File: src/sv/mer_pkg.sv
// Shared types, constants and helpers for the note-event loop recorder.
// Used by every module of the block; depends on nothing.
package mer_pkg;

    localparam int DEPTH     = 256;
    localparam int TIME_BITS = 32;
    localparam int ADDR_W    = $clog2(DEPTH);

    typedef logic [ADDR_W-1:0]    mer_addr_t;
    typedef logic [TIME_BITS-1:0] mer_time_t;

    localparam mer_addr_t LAST_POS = ADDR_W'(DEPTH - 1);
    localparam mer_addr_t FULL_POS = ADDR_W'(DEPTH - 2);

    localparam logic [1:0] ACT_NOTE   = 2'd0;
    localparam logic [1:0] ACT_SWITCH = 2'd1;
    localparam logic [1:0] ACT_TICK   = 2'd2;

    localparam logic [7:0] END_MARK     = 8'h00;
    localparam logic [7:0] RELEASE_MASK = 8'b1110_1111;

    typedef struct packed {
        logic [1:0] action;
        logic [7:0] command;
        logic [7:0] tone;
        logic [7:0] velocity;
        logic       play_switch;
        logic       record_switch;
    } mer_in_t;

    typedef struct packed {
        logic [7:0] out_command;
        logic [7:0] out_tone;
        logic [7:0] out_velocity;
    } mer_out_t;

    typedef struct packed {
        logic [7:0] command;
        logic [7:0] tone;
        logic [7:0] velocity;
        mer_time_t  time_stamp;
    } mer_entry_t;

    typedef struct packed {
        logic       rd_en;
        mer_addr_t  rd_addr;
        logic       wr_en;
        mer_addr_t  wr_addr;
        mer_entry_t wr_data;
    } mer_mem_req_t;

    typedef struct packed {
        logic     load;
        mer_out_t data;
    } mer_out_req_t;

    function automatic mer_addr_t next_pos(input mer_addr_t p);
        return (p == LAST_POS) ? '0 : p + 1'b1;
    endfunction

endpackage

File: src/sv/mer_seq.sv
// Sequencer: record, play and tick handling around the event store.
// Depends on mer_pkg; drives the store request and the output load.
module mer_seq import mer_pkg::*; (
    input  logic         aclk,
    input  logic         aresetn,
    input  logic         s_valid,
    output logic         s_ready,
    input  mer_in_t      s_data,
    input  logic         out_free,
    output mer_out_req_t out_req,
    output mer_mem_req_t mem_req,
    input  mer_entry_t   rd_data
);

    typedef enum logic [3:0] {
        ST_CLEAR,
        ST_IDLE,
        ST_EMIT,
        ST_ZERO,
        ST_TGT,
        ST_REC,
        ST_PAD,
        ST_MARK
    } state_t;

    state_t    state_reg, state_next;
    mer_addr_t pos_reg, pos_next;
    mer_addr_t clr_reg, clr_next;
    mer_time_t time_reg, time_next;
    mer_time_t target_reg, target_next;
    logic      recording_reg, recording_next;
    logic      playing_reg, playing_next;
    mer_in_t   item_reg, item_next;
    mer_time_t time_inc;
    logic      stop_go;

    assign s_ready  = (state_reg == ST_IDLE);
    assign time_inc = time_reg + 1'b1;

    always_comb begin
        state_next     = state_reg;
        pos_next       = pos_reg;
        clr_next       = clr_reg;
        time_next      = time_reg;
        target_next    = target_reg;
        recording_next = recording_reg;
        playing_next   = playing_reg;
        item_next      = item_reg;
        stop_go        = 1'b0;
        mem_req        = '0;
        out_req.load   = 1'b0;
        out_req.data.out_command  = rd_data.command;
        out_req.data.out_tone     = rd_data.tone;
        out_req.data.out_velocity = rd_data.velocity;

        case (state_reg)
            ST_CLEAR: begin
                mem_req.wr_en   = 1'b1;
                mem_req.wr_addr = clr_reg;
                clr_next        = clr_reg + 1'b1;
                if (clr_reg == LAST_POS) begin
                    state_next = ST_IDLE;
                end
            end
            ST_IDLE: begin
                if (s_valid) begin
                    item_next = s_data;
                    case (s_data.action)
                        ACT_NOTE: begin
                            if (recording_reg) begin
                                if (pos_reg == FULL_POS) begin
                                    stop_go = 1'b1;
                                end else begin
                                    mem_req.wr_en            = 1'b1;
                                    mem_req.wr_addr          = pos_reg;
                                    mem_req.wr_data.command  = s_data.command;
                                    mem_req.wr_data.tone     = s_data.tone;
                                    mem_req.wr_data.velocity = s_data.velocity;
                                    mem_req.wr_data.time_stamp =
                                        (pos_reg == '0) ? '0 : time_reg;
                                    if (pos_reg == '0) begin
                                        time_next = '0;
                                    end
                                    pos_next = next_pos(pos_reg);
                                end
                            end
                        end
                        ACT_SWITCH: begin
                            state_next = ST_REC;
                            if (s_data.play_switch && !playing_reg) begin
                                playing_next    = 1'b1;
                                pos_next        = '0;
                                time_next       = '0;
                                mem_req.rd_en   = 1'b1;
                                mem_req.rd_addr = '0;
                                state_next      = ST_EMIT;
                            end else if (!s_data.play_switch && playing_reg) begin
                                playing_next = 1'b0;
                                if (pos_reg[0]) begin
                                    mem_req.rd_en   = 1'b1;
                                    mem_req.rd_addr = pos_reg;
                                    state_next      = ST_EMIT;
                                end
                            end
                        end
                        ACT_TICK: begin
                            time_next = time_inc;
                            if (playing_reg && time_inc == target_reg) begin
                                mem_req.rd_en   = 1'b1;
                                mem_req.rd_addr = pos_reg;
                                state_next      = ST_EMIT;
                            end
                        end
                        default: ;
                    endcase
                end
            end
            ST_EMIT: begin
                if (rd_data.command == END_MARK) begin
                    mem_req.rd_en   = 1'b1;
                    mem_req.rd_addr = '0;
                    state_next      = ST_ZERO;
                end else if (out_free) begin
                    out_req.load    = 1'b1;
                    pos_next        = next_pos(pos_reg);
                    mem_req.rd_en   = 1'b1;
                    mem_req.rd_addr = next_pos(pos_reg);
                    state_next      = ST_TGT;
                end
            end
            ST_ZERO: begin
                if (out_free) begin
                    out_req.load    = 1'b1;
                    pos_next        = next_pos('0);
                    time_next       = '0;
                    mem_req.rd_en   = 1'b1;
                    mem_req.rd_addr = next_pos('0);
                    state_next      = ST_TGT;
                end
            end
            ST_TGT: begin
                target_next = rd_data.time_stamp;
                state_next  = (item_reg.action == ACT_SWITCH) ? ST_REC : ST_IDLE;
            end
            ST_REC: begin
                state_next = ST_IDLE;
                if (item_reg.record_switch && !recording_reg) begin
                    recording_next = 1'b1;
                    pos_next       = '0;
                    time_next      = '0;
                end else if (!item_reg.record_switch && recording_reg) begin
                    stop_go = 1'b1;
                end
            end
            ST_PAD: begin
                mem_req.wr_en              = 1'b1;
                mem_req.wr_addr            = pos_reg;
                mem_req.wr_data.command    = rd_data.command & RELEASE_MASK;
                mem_req.wr_data.tone       = rd_data.tone;
                mem_req.wr_data.velocity   = item_reg.velocity;
                mem_req.wr_data.time_stamp = time_reg;
                pos_next                   = next_pos(pos_reg);
                state_next                 = ST_MARK;
            end
            ST_MARK: begin
                mem_req.wr_en              = 1'b1;
                mem_req.wr_addr            = pos_reg;
                mem_req.wr_data.time_stamp = time_reg;
                recording_next             = 1'b0;
                state_next                 = ST_IDLE;
            end
            default: begin
                state_next = ST_CLEAR;
            end
        endcase

        // close an open press, then write the end marker
        if (stop_go) begin
            if (pos_reg[0]) begin
                mem_req.rd_en   = 1'b1;
                mem_req.rd_addr = pos_reg - 1'b1;
                state_next      = ST_PAD;
            end else begin
                mem_req.wr_en              = 1'b1;
                mem_req.wr_addr            = pos_reg;
                mem_req.wr_data            = '0;
                mem_req.wr_data.time_stamp = time_reg;
                recording_next             = 1'b0;
                state_next                 = ST_IDLE;
            end
        end
    end

    always_ff @(posedge aclk) begin
        if (!aresetn) begin
            state_reg     <= ST_CLEAR;
            pos_reg       <= '0;
            clr_reg       <= '0;
            time_reg      <= '0;
            target_reg    <= '0;
            recording_reg <= 1'b0;
            playing_reg   <= 1'b0;
        end else begin
            state_reg     <= state_next;
            pos_reg       <= pos_next;
            clr_reg       <= clr_next;
            time_reg      <= time_next;
            target_reg    <= target_next;
            recording_reg <= recording_next;
            playing_reg   <= playing_next;
        end
        item_reg <= item_next;
    end

endmodule

File: config.mk
export PLATFORM = sky130hd
export DESIGN_NAME = mer_seq
export DESIGN_NICKNAME = d
export VERILOG_FILES = /design/src/sv/mer_pkg.sv /design/src/sv/mer_seq.sv
export SDC_FILE = /design/constraint.sdc
export NUM_CORES = 1
export LEC_CHECK = 0
export ABC_CLOCK_PERIOD_IN_PS = 3600
export BUFFER_PORTS_ARGS = -buffer_cell sky130_fd_sc_hd__buf_2
export CORE_MARGIN = 2
export CORE_UTILIZATION = 49
export CTS_CLUSTER_DIAMETER = 120
export DETAILED_ROUTE_END_ITERATION = 16
export PLACE_DENSITY_LB_ADDON = 0.12
export REMOVE_ABC_BUFFERS = 1
export SETUP_SLACK_MARGIN = 0.15
export SYNTH_ARGS = -nofsm -noshare
export SYNTH_HDL_FRONTEND = slang
export SYNTH_SLANG_ARGS = --single-unit
File: constraint.sdc
create_clock -name aclk -period 3.6 [get_ports aclk]
set_input_delay 0.72 -clock aclk [delete_from_list [all_inputs] [get_ports aclk]]
set_output_delay 0.72 -clock aclk [all_outputs]
set_load 0.01 [all_outputs]
# Word-level counts from Yosys, hierarchy flattened
# Index checks and enable logic that the tools add are counted.
# W data, S select, Z words.
# classes
n_eq_ne,28
muxes,68
reduce_logical,23
n_addsub,4
# op_table
operator,n
$mux W65,4
$mux W32,7
$pmux W32 S3,2
$mux W74,2
$mux W8,9
$mux W9,8
$pmux W32 S2,1
$pmux W9 S3,2
$pmux W24 S2,1
$pmux W8 S5,1
$add A32 B1 Y32 const B,1
$eq A32 B32 Y1,1
$pmux W4 S7,1
$eq A8 B8 Y1 const B,3
$mux W4,6
$pmux W9 S2,1
$add A8 B1 Y8 const B,2
$eq A4 B3 Y1 const B,4
$logic_not A8 Y1,2
$pmux W8 S2,1
$mux W3,5
$mux W1,13
$ne A3 B3 Y1 const B,4
$ne A2 B2 Y1 const B,5
23 further kinds,37
# word_totals
word_cells,133
input_bits,88
reg_bits,97
out_inout_bits,100

# Logic depth before layout (Yosys ltp)
# Gate-level depths: netlist of the first run.
# depth
depth_word,9
mapped_depth,12

# Worst setup path after synthesis of the first run
# Ideal clock, no wire load.
# synth_timing
path_type,flip-flop to output port
start,register state_reg[0]
end,output port mem_req[71] (netlist bit)
n_path_buf,3
path_stages_with_launch,13
arrival_time_ns,2.959
required_time_ns,2.880
slack_ns,-0.079
cell_sequence,dfxtp_1 clkbuf_1 or4b_1 clkbuf_1 nor2_1 nand2_1 nor3_1 o21a_1 and2_1 clkbuf_1 a32oi_1 o21ai_0 a31o_1
# synth_lines
element,line,text
start: declaration,mer_seq.sv:26,"state_t state_reg, state_next;"
start signal: assignment,mer_seq.sv:204,state_reg <= state_next;
end: declaration,mer_seq.sv:11,"output mer_mem_req_t mem_req,"

==> impl_metrics.env, run 1 <==
export IMPL_numCtsBuffers=9
export IMPL_antenna_found_initial=0
export IMPL_areaGrowthSynthToFinish_pct=29.6
export IMPL_grt_first_pass_wirelength_um=35700
export IMPL_clkPwrFrac_pct=42.7
export IMPL_nNetsFinal=1232
export IMPL_hold_class="reg2reg"
export IMPL_routed_wl_um=23800
export IMPL_power_internal_mw=1.71
export IMPL_worst_path_buf_inv=2
export IMPL_via_count=7634
export IMPL_postSynthAreaPerCell_um2=7.41
export IMPL_utilization_pct=64.7
export IMPL_cp_slowest_stage_delay_ns=0.50
export IMPL_path_class="reg2out"
export IMPL_ios=188
export IMPL_critPathLaunchType="flip-flop"
export IMPL_place_gp_congestion=0.986
export IMPL_holdPathStages=2
export IMPL_status="finished with violations"
export IMPL_synth_top_area_share_pct=25.0
export IMPL_clockRootBuffer="clkbuf_16"
export IMPL_fin_skew_ns=0.00686
export IMPL_ys_flop_type="dfxtp_1"
export IMPL_globalRouteOverflowTotal=0
export IMPL_clkSinkCount=97
export IMPL_slowest_stage="or4b_4"
export IMPL_worstSetupEndpointType="primary output"
export IMPL_cpMostUsedCell="nand3_4"
export IMPL_drt_iter0_markers=600
export IMPL_port_buffers=171
export IMPL_power_net_switching_mw=0.542
export IMPL_synth_edf_count=11
export IMPL_n_antenna_cell=0
export IMPL_clkLatencyLatePin_ns=0.35
export IMPL_reg2reg_depth=11
export IMPL_p_total_mw=2.25
export IMPL_synth_area_leaders="dfxtp_1 25%, nand2_1 6.6%, a21oi_1 6.4%, edfxtp_1 4.8%, nor2_1 4.5%"
export IMPL_ys_seq_area_share_pct=29.9
export IMPL_die_w_um=122
export IMPL_crit_family="simple AND/OR/NAND/NOR gates"
export IMPL_r2r_setup_slack_ns=0.74
export IMPL_start_util_pct=49.9
export IMPL_min_period_ns=3.89
export IMPL_hold_end="target_reg[12]"
export IMPL_comb_power_share_pct=8.4
export IMPL_synth_area_mm2=0.00687
export IMPL_drc=0
export IMPL_p_leak_nw=3.65
export IMPL_synth_seq_cells=97
export IMPL_setup_viol=9
export IMPL_place_ws_ns=-0.113
export IMPL_multi_input_area_mm2=0.00450
export IMPL_grt_max_degree=50
export IMPL_cp_data_arrival_time_ns=3.17
export IMPL_post_dp_hpwl_um=18000
export IMPL_cp_cell_sequence="ha_2 -> nand3_4 -> nor4_4 -> buf_6 -> nand3_4 -> or4b_4 -> a31oi_4 -> o2111a_1 -> and4_4 -> or2_4 -> a31o_1 -> buf_2"
export IMPL_hold_buffers=0
export IMPL_layout_commonest_cell="buf_2"
export IMPL_rows=43
export IMPL_seqPwrFrac_pct=48.9
export IMPL_finalHoldViolations=0
export IMPL_yosysTopAreaCell="dfxtp_1"
export IMPL_tightestPinTransition_ns=1.11
export IMPL_die_y_um=122
export IMPL_wire_per_inst_um=18.0
export IMPL_regArea_mm2=0.00207
export IMPL_switching_share_pct=24.0
export IMPL_rsz0062_at_grt="true"
export IMPL_grt_usage_pct=31.0
export IMPL_power_density_mw_per_mm2=253
export IMPL_dieArea_mm2=0.0150
export IMPL_fillCellCount=1253
export IMPL_violations="setup timing"
export IMPL_critical_path_peak_fanout=4
export IMPL_via_per_inst=5.79
export IMPL_synthCells=928
export IMPL_setup_slack_ns=-0.292
export IMPL_ys_types=77
export IMPL_critPathRequiredTime_ns=2.88
export IMPL_dr_pass1_iters=8
export IMPL_cts_tree="built"
export IMPL_first_global_vias=6735
export IMPL_core_area_mm2=0.0138
export IMPL_htreeDepth=3
export IMPL_max_freq_mhz=257
export IMPL_max_cap_viol_count=0
export IMPL_cp_num_cells=12
export IMPL_yosys_warnings=0
export IMPL_layout_common_cells="172 x buf_2, 120 x nand2_1, 108 x buf_4, 88 x a21oi_1, 82 x nor2_1"
export IMPL_final_layout_size_suffix_gt1_share_pct=31.5
export IMPL_cts_clk_slew_worst_paths_ns=0.07
export IMPL_slew_violations=0
export IMPL_reg2reg_to="time_reg[19]"
export IMPL_cts_buffer_depth=2
export IMPL_synth_async_reset_ratio_pct=0
export IMPL_antenna_left=0
export IMPL_ir_worst_vdd_mv=0.184
export IMPL_period_share_pct=108
export IMPL_hold_start="target_reg[12]"
export IMPL_slew_limit_headroom_pct=25.9
export IMPL_crit_reg2reg_launch="pos_reg[0]"
[worst min-delay path, stage by stage (launching register included)]
cell and delay (ns):
dfxtp_1 0.32, nand2_1 0.05, a21oi_1 0.05
[timing repair]
item | in CTS | in global routing
pin swaps | 15 | 10
endpoints found under the setup margin | 48 | 48
setup buffers | 7 | 8
resized for setup | 31 | 24
[worst max path at each step]
stage,start,endpoint,slack [ns]
after global routing,time_reg[3],mem_req[69],-0.41
final,time_reg[0],mem_req[71],-0.29
after global placement,time_reg[10],mem_req[67],-0.18
after floorplan,state_reg[0],mem_req[0],-1.03
after detailed placement,time_reg[1],mem_req[71],-0.11
after CTS,time_reg[10],mem_req[71],-0.26
[per-layer routing]
metal	wire length, um	vias up	track usage (%)
met5	0	-	0
met2	11500	326	53.7
met1	9780	3540	37.6
li1	-	3718	-
met3	1350	50	3.62
met4	1160	0	16.7
[kinds of logic after synthesis]
| group | count (synthesis) | synth area share (%) |
|---|---|---|
| xor gates and xnor gates | 47 | 5.99 |
| AOI/OAI and AO/OA | 253 | 23.6 |
| DFF | 97 | 29.9 |
| adders and majority gates | 11 | 2.00 |
| buffers and inverters | 112 | 7.97 |
| muxes | 7 | 1.04 |
| and+or+nand+nor | 400 | 29.5 |
| other | 1 | 0.0546 |
[Yosys cell counts (11+ instances only)]
| master | number |
|---|---|
| buf_2 | 17 |
| nand3_1 | 33 |
| nor2_1 | 83 |
| edfxtp_1 | 11 |
| buf_4 | 28 |
| nand2_1 | 120 |
| nor4_1 | 14 |
| a31oi_1 | 13 |
| inv_1 | 21 |
| o21ai_0 | 52 |
| and3_1 | 13 |
| clkbuf_1 | 44 |
| xnor2_1 | 29 |
| nor2b_1 | 32 |
| nor3_1 | 28 |
| ha_1 | 11 |
| a21oi_1 | 88 |
| a22o_1 | 33 |
| nand4_1 | 20 |
| xor2_1 | 18 |
| dfxtp_1 | 86 |
[final cells by class]
type / instances / area share [%]
clock buffers: 10 / 2.57
flip-flops and latches: 97 / 23.3
repair buffers: 285 / 19.5
well taps: 180 / 2.53
inverters: 21 / 0.885
multi-input cells: 719 / 50.5
clock inverters: 6 / 0.758
[metrics by stage]
stage	cell area [um2]	hold WS (ns)	std cells	TNS, ns
floorplan	6400	0.448	837	-39.31
global placement	8270	0.457	1287	-0.614
detailed placement	8270	0.463	1287	-0.649
CTS	8750	0.472	1310	-1.83
global route	8910	0.487	1318	-3.23
finish	8910	0.468	1318	-2.21
[power by group through the flow]
stage	sequential, mW	combinational [mW]	clock (mW)
4_1_cts	1.10	0.186	0.984
5_1_grt	1.10	0.203	1.02
3_3_place_gp	1.13	0.185	0
6_report	1.10	0.188	0.963
2_1_floorplan	1.13	0.0670	0
3_5_place_dp	1.13	0.184	0
Note: power is estimated with default switching activity, not from simulation.
==> run 2, diff against run 1 <==
SETUP_SLACK_MARGIN = 0.4   (was 0.15)
==> run 2 against run 1 <==
Effect of this change: the run still ends with setup timing left; global-route usage up 0.72 points; sequential share of layout area down 0.90 points; sequential power about the same; combinational power about the same; design area up 4.1%; critical path type unchanged; final cell count up 0.76%; wire length up 3.5%; first-iteration DRC count up 0.67%; utilization up 2.7 points; sequential cell count unchanged.
==> impl_metrics.env, run 2 (synthesized netlist as in run 1, its figures left out) <==
export IMPL_n_antenna_cell=0
export IMPL_cp_cell_sequence="ha_2 -> nand3_4 -> nor4_4 -> buf_6 -> nand3_4 -> or4b_4 -> a31oi_4 -> o2111a_1 -> and4_4 -> or2_4 -> a31o_1 -> buf_2"
export IMPL_numCtsBuffers=9
export IMPL_areaGrowthSynthToFinish_pct=35.0
export IMPL_place_ws_ns=-0.113
export IMPL_rsz0062_at_grt="true"
export IMPL_finalHoldViolations=0
export IMPL_drc=0
export IMPL_setup_viol=9
export IMPL_slew_violations=0
export IMPL_utilization_pct=67.4
export IMPL_path_class="reg2out"
export IMPL_reg2reg_depth=11
export IMPL_hold_end="target_reg[12]"
export IMPL_met2_usage_pct=54.3
export IMPL_clkLatencyLatePin_ns=0.35
export IMPL_setup_slack_ns=-0.302
export IMPL_dieArea_mm2=0.0150
export IMPL_layout_commonest_cell="buf_2"
export IMPL_reg2reg_to="time_reg[19]"
export IMPL_power_density_mw_per_mm2=243
export IMPL_cts_buffer_depth=2
export IMPL_fin_cells=1328
export IMPL_max_cap_viol_count=0
export IMPL_clkSinkCount=97
export IMPL_grt_max_degree=50
export IMPL_start_util_pct=49.9
export IMPL_clockRootBuffer="clkbuf_16"
export IMPL_layout_common_cells="159 x buf_2, 119 x nand2_1, 111 x buf_4, 88 x a21oi_1, 76 x nor2_1"
export IMPL_antenna_found_initial=0
export IMPL_hold_class="reg2reg"
export IMPL_dr_pass1_iters=5
export IMPL_min_period_ns=3.90
export IMPL_clkPwrFrac_pct=42.8
export IMPL_cpMostUsedCell="nand3_4"
export IMPL_slew_limit_headroom_pct=26.5
export IMPL_violations="setup timing"
export IMPL_via_count=7749
export IMPL_htreeDepth=3
export IMPL_cp_data_arrival_time_ns=3.18
export IMPL_slowest_stage="or4b_4"
export IMPL_ios=188
export IMPL_port_buffers=171
export IMPL_power_internal_mw=1.71
export IMPL_comb_power_share_pct=8.5
export IMPL_die_w_um=122
export IMPL_use_met1_pct=38.4
export IMPL_cp_slowest_stage_delay_ns=0.50
export IMPL_hold_ws_ns=0.467
export IMPL_crit_family="simple AND/OR/NAND/NOR gates"
export IMPL_post_dp_hpwl_um=18000
export IMPL_critical_path_peak_fanout=4
export IMPL_multi_input_area_mm2=0.00463
export IMPL_r2r_setup_slack_ns=0.78
export IMPL_wire_per_inst_um=18.5
export IMPL_worstSetupEndpointType="primary output"
export IMPL_met3_usage_pct=3.76
export IMPL_max_freq_mhz=256
export IMPL_fillCellCount=1203
export IMPL_routed_wl_um=24600
export IMPL_status="finished with violations"
export IMPL_via_per_inst=5.84
export IMPL_cts_clk_slew_worst_paths_ns=0.07
export IMPL_grt_busiest_layer="met2"
export IMPL_place_gp_congestion=0.986
export IMPL_holdPathStages=2
export IMPL_final_layout_size_suffix_gt1_share_pct=34.0
export IMPL_globalRouteOverflowTotal=0
export IMPL_switching_share_pct=24.2
export IMPL_worst_path_buf_inv=2
export IMPL_antenna_left=0
export IMPL_p_leak_nw=3.75
export IMPL_power_net_switching_mw=0.546
export IMPL_ir_worst_vdd_mv=0.184
export IMPL_first_global_vias=6821
export IMPL_grt_first_pass_wirelength_um=36300
export IMPL_seqPwrFrac_pct=48.8
export IMPL_tightestPinTransition_ns=1.10
export IMPL_core_area_mm2=0.0138
export IMPL_fin_skew_ns=0.00678
export IMPL_critPathLaunchType="flip-flop"
export IMPL_period_share_pct=108
export IMPL_regArea_mm2=0.00208
export IMPL_nNetsFinal=1242
export IMPL_hold_start="target_reg[12]"
export IMPL_critPathRequiredTime_ns=2.88
export IMPL_drt_iter0_markers=604
export IMPL_rows=43
export IMPL_die_y_um=122
export IMPL_p_total_mw=2.26
export IMPL_cts_tree="built"
export IMPL_dp_cells=1287
export IMPL_grt_usage_pct=31.8
export IMPL_crit_reg2reg_launch="pos_reg[0]"
==> run 2: metrics by stage <==
stage / TNS [ns] / area, um2
after global placement: -0.614 / 8270
after floorplan: -39.31 / 6400
after CTS: -1.83 / 8900
after detailed placement: -0.649 / 8270
final: -2.23 / 9280
after global routing: -3.23 / 9280
==> run 2: area by class of cell <==
type,instances,area share (%)
Multi-Input combinational cell,719,49.9
Sequential cell,97,22.4
Timing Repair Buffer,295,21.3
Clock buffer,10,2.47
Tap cell,180,2.43
Inverter,21,0.850
Clock inverter,6,0.728
==> run 2: metal layers <==
layer  share of wire [%]  wire, um  vias up
met5                   0         0        -
met4                 5.4      1340        0
met3                 5.6      1390       59
met2                  48     11800      363
li1                    -         -     3738
met1                  41     10000     3589
==> run 2: timing repair <==
action                                  4_1_cts  5_1_grt
pin swaps                                    22       15
buffers inserted                             12       10
hold buffers                                  0        0
cloned                                        2        1
resized for setup                            47       58
endpoints found under the setup margin       49       48
==> run 2: how the worst max path moves through the flow <==
stage	from	to	slack, ns	cells past startpoint
floorplan	state_reg[0]	mem_req[0]	-1.03	6
CTS	time_reg[10]	mem_req[71]	-0.26	11
finish	time_reg[0]	mem_req[71]	-0.30	12
detailed placement	time_reg[1]	mem_req[71]	-0.11	12
global route	time_reg[3]	mem_req[69]	-0.41	13
global placement	time_reg[10]	mem_req[67]	-0.18	12
==> run 2: power by group through the flow <==
stage / sequential (mW) / clock (mW) / combinational, mW
after floorplan: 1.13 / 0 / 0.0670
after global placement: 1.13 / 0 / 0.185
after detailed placement: 1.13 / 0 / 0.184
after CTS: 1.10 / 0.984 / 0.188
after global routing: 1.10 / 1.02 / 0.206
final: 1.10 / 0.966 / 0.191
==> run 2: worst min-delay path, delay by kind of cell (launching register included) <==
family,cells,cell delay [ns]
flops,1,0.31
simple gates,1,0.05
compound gates,1,0.05
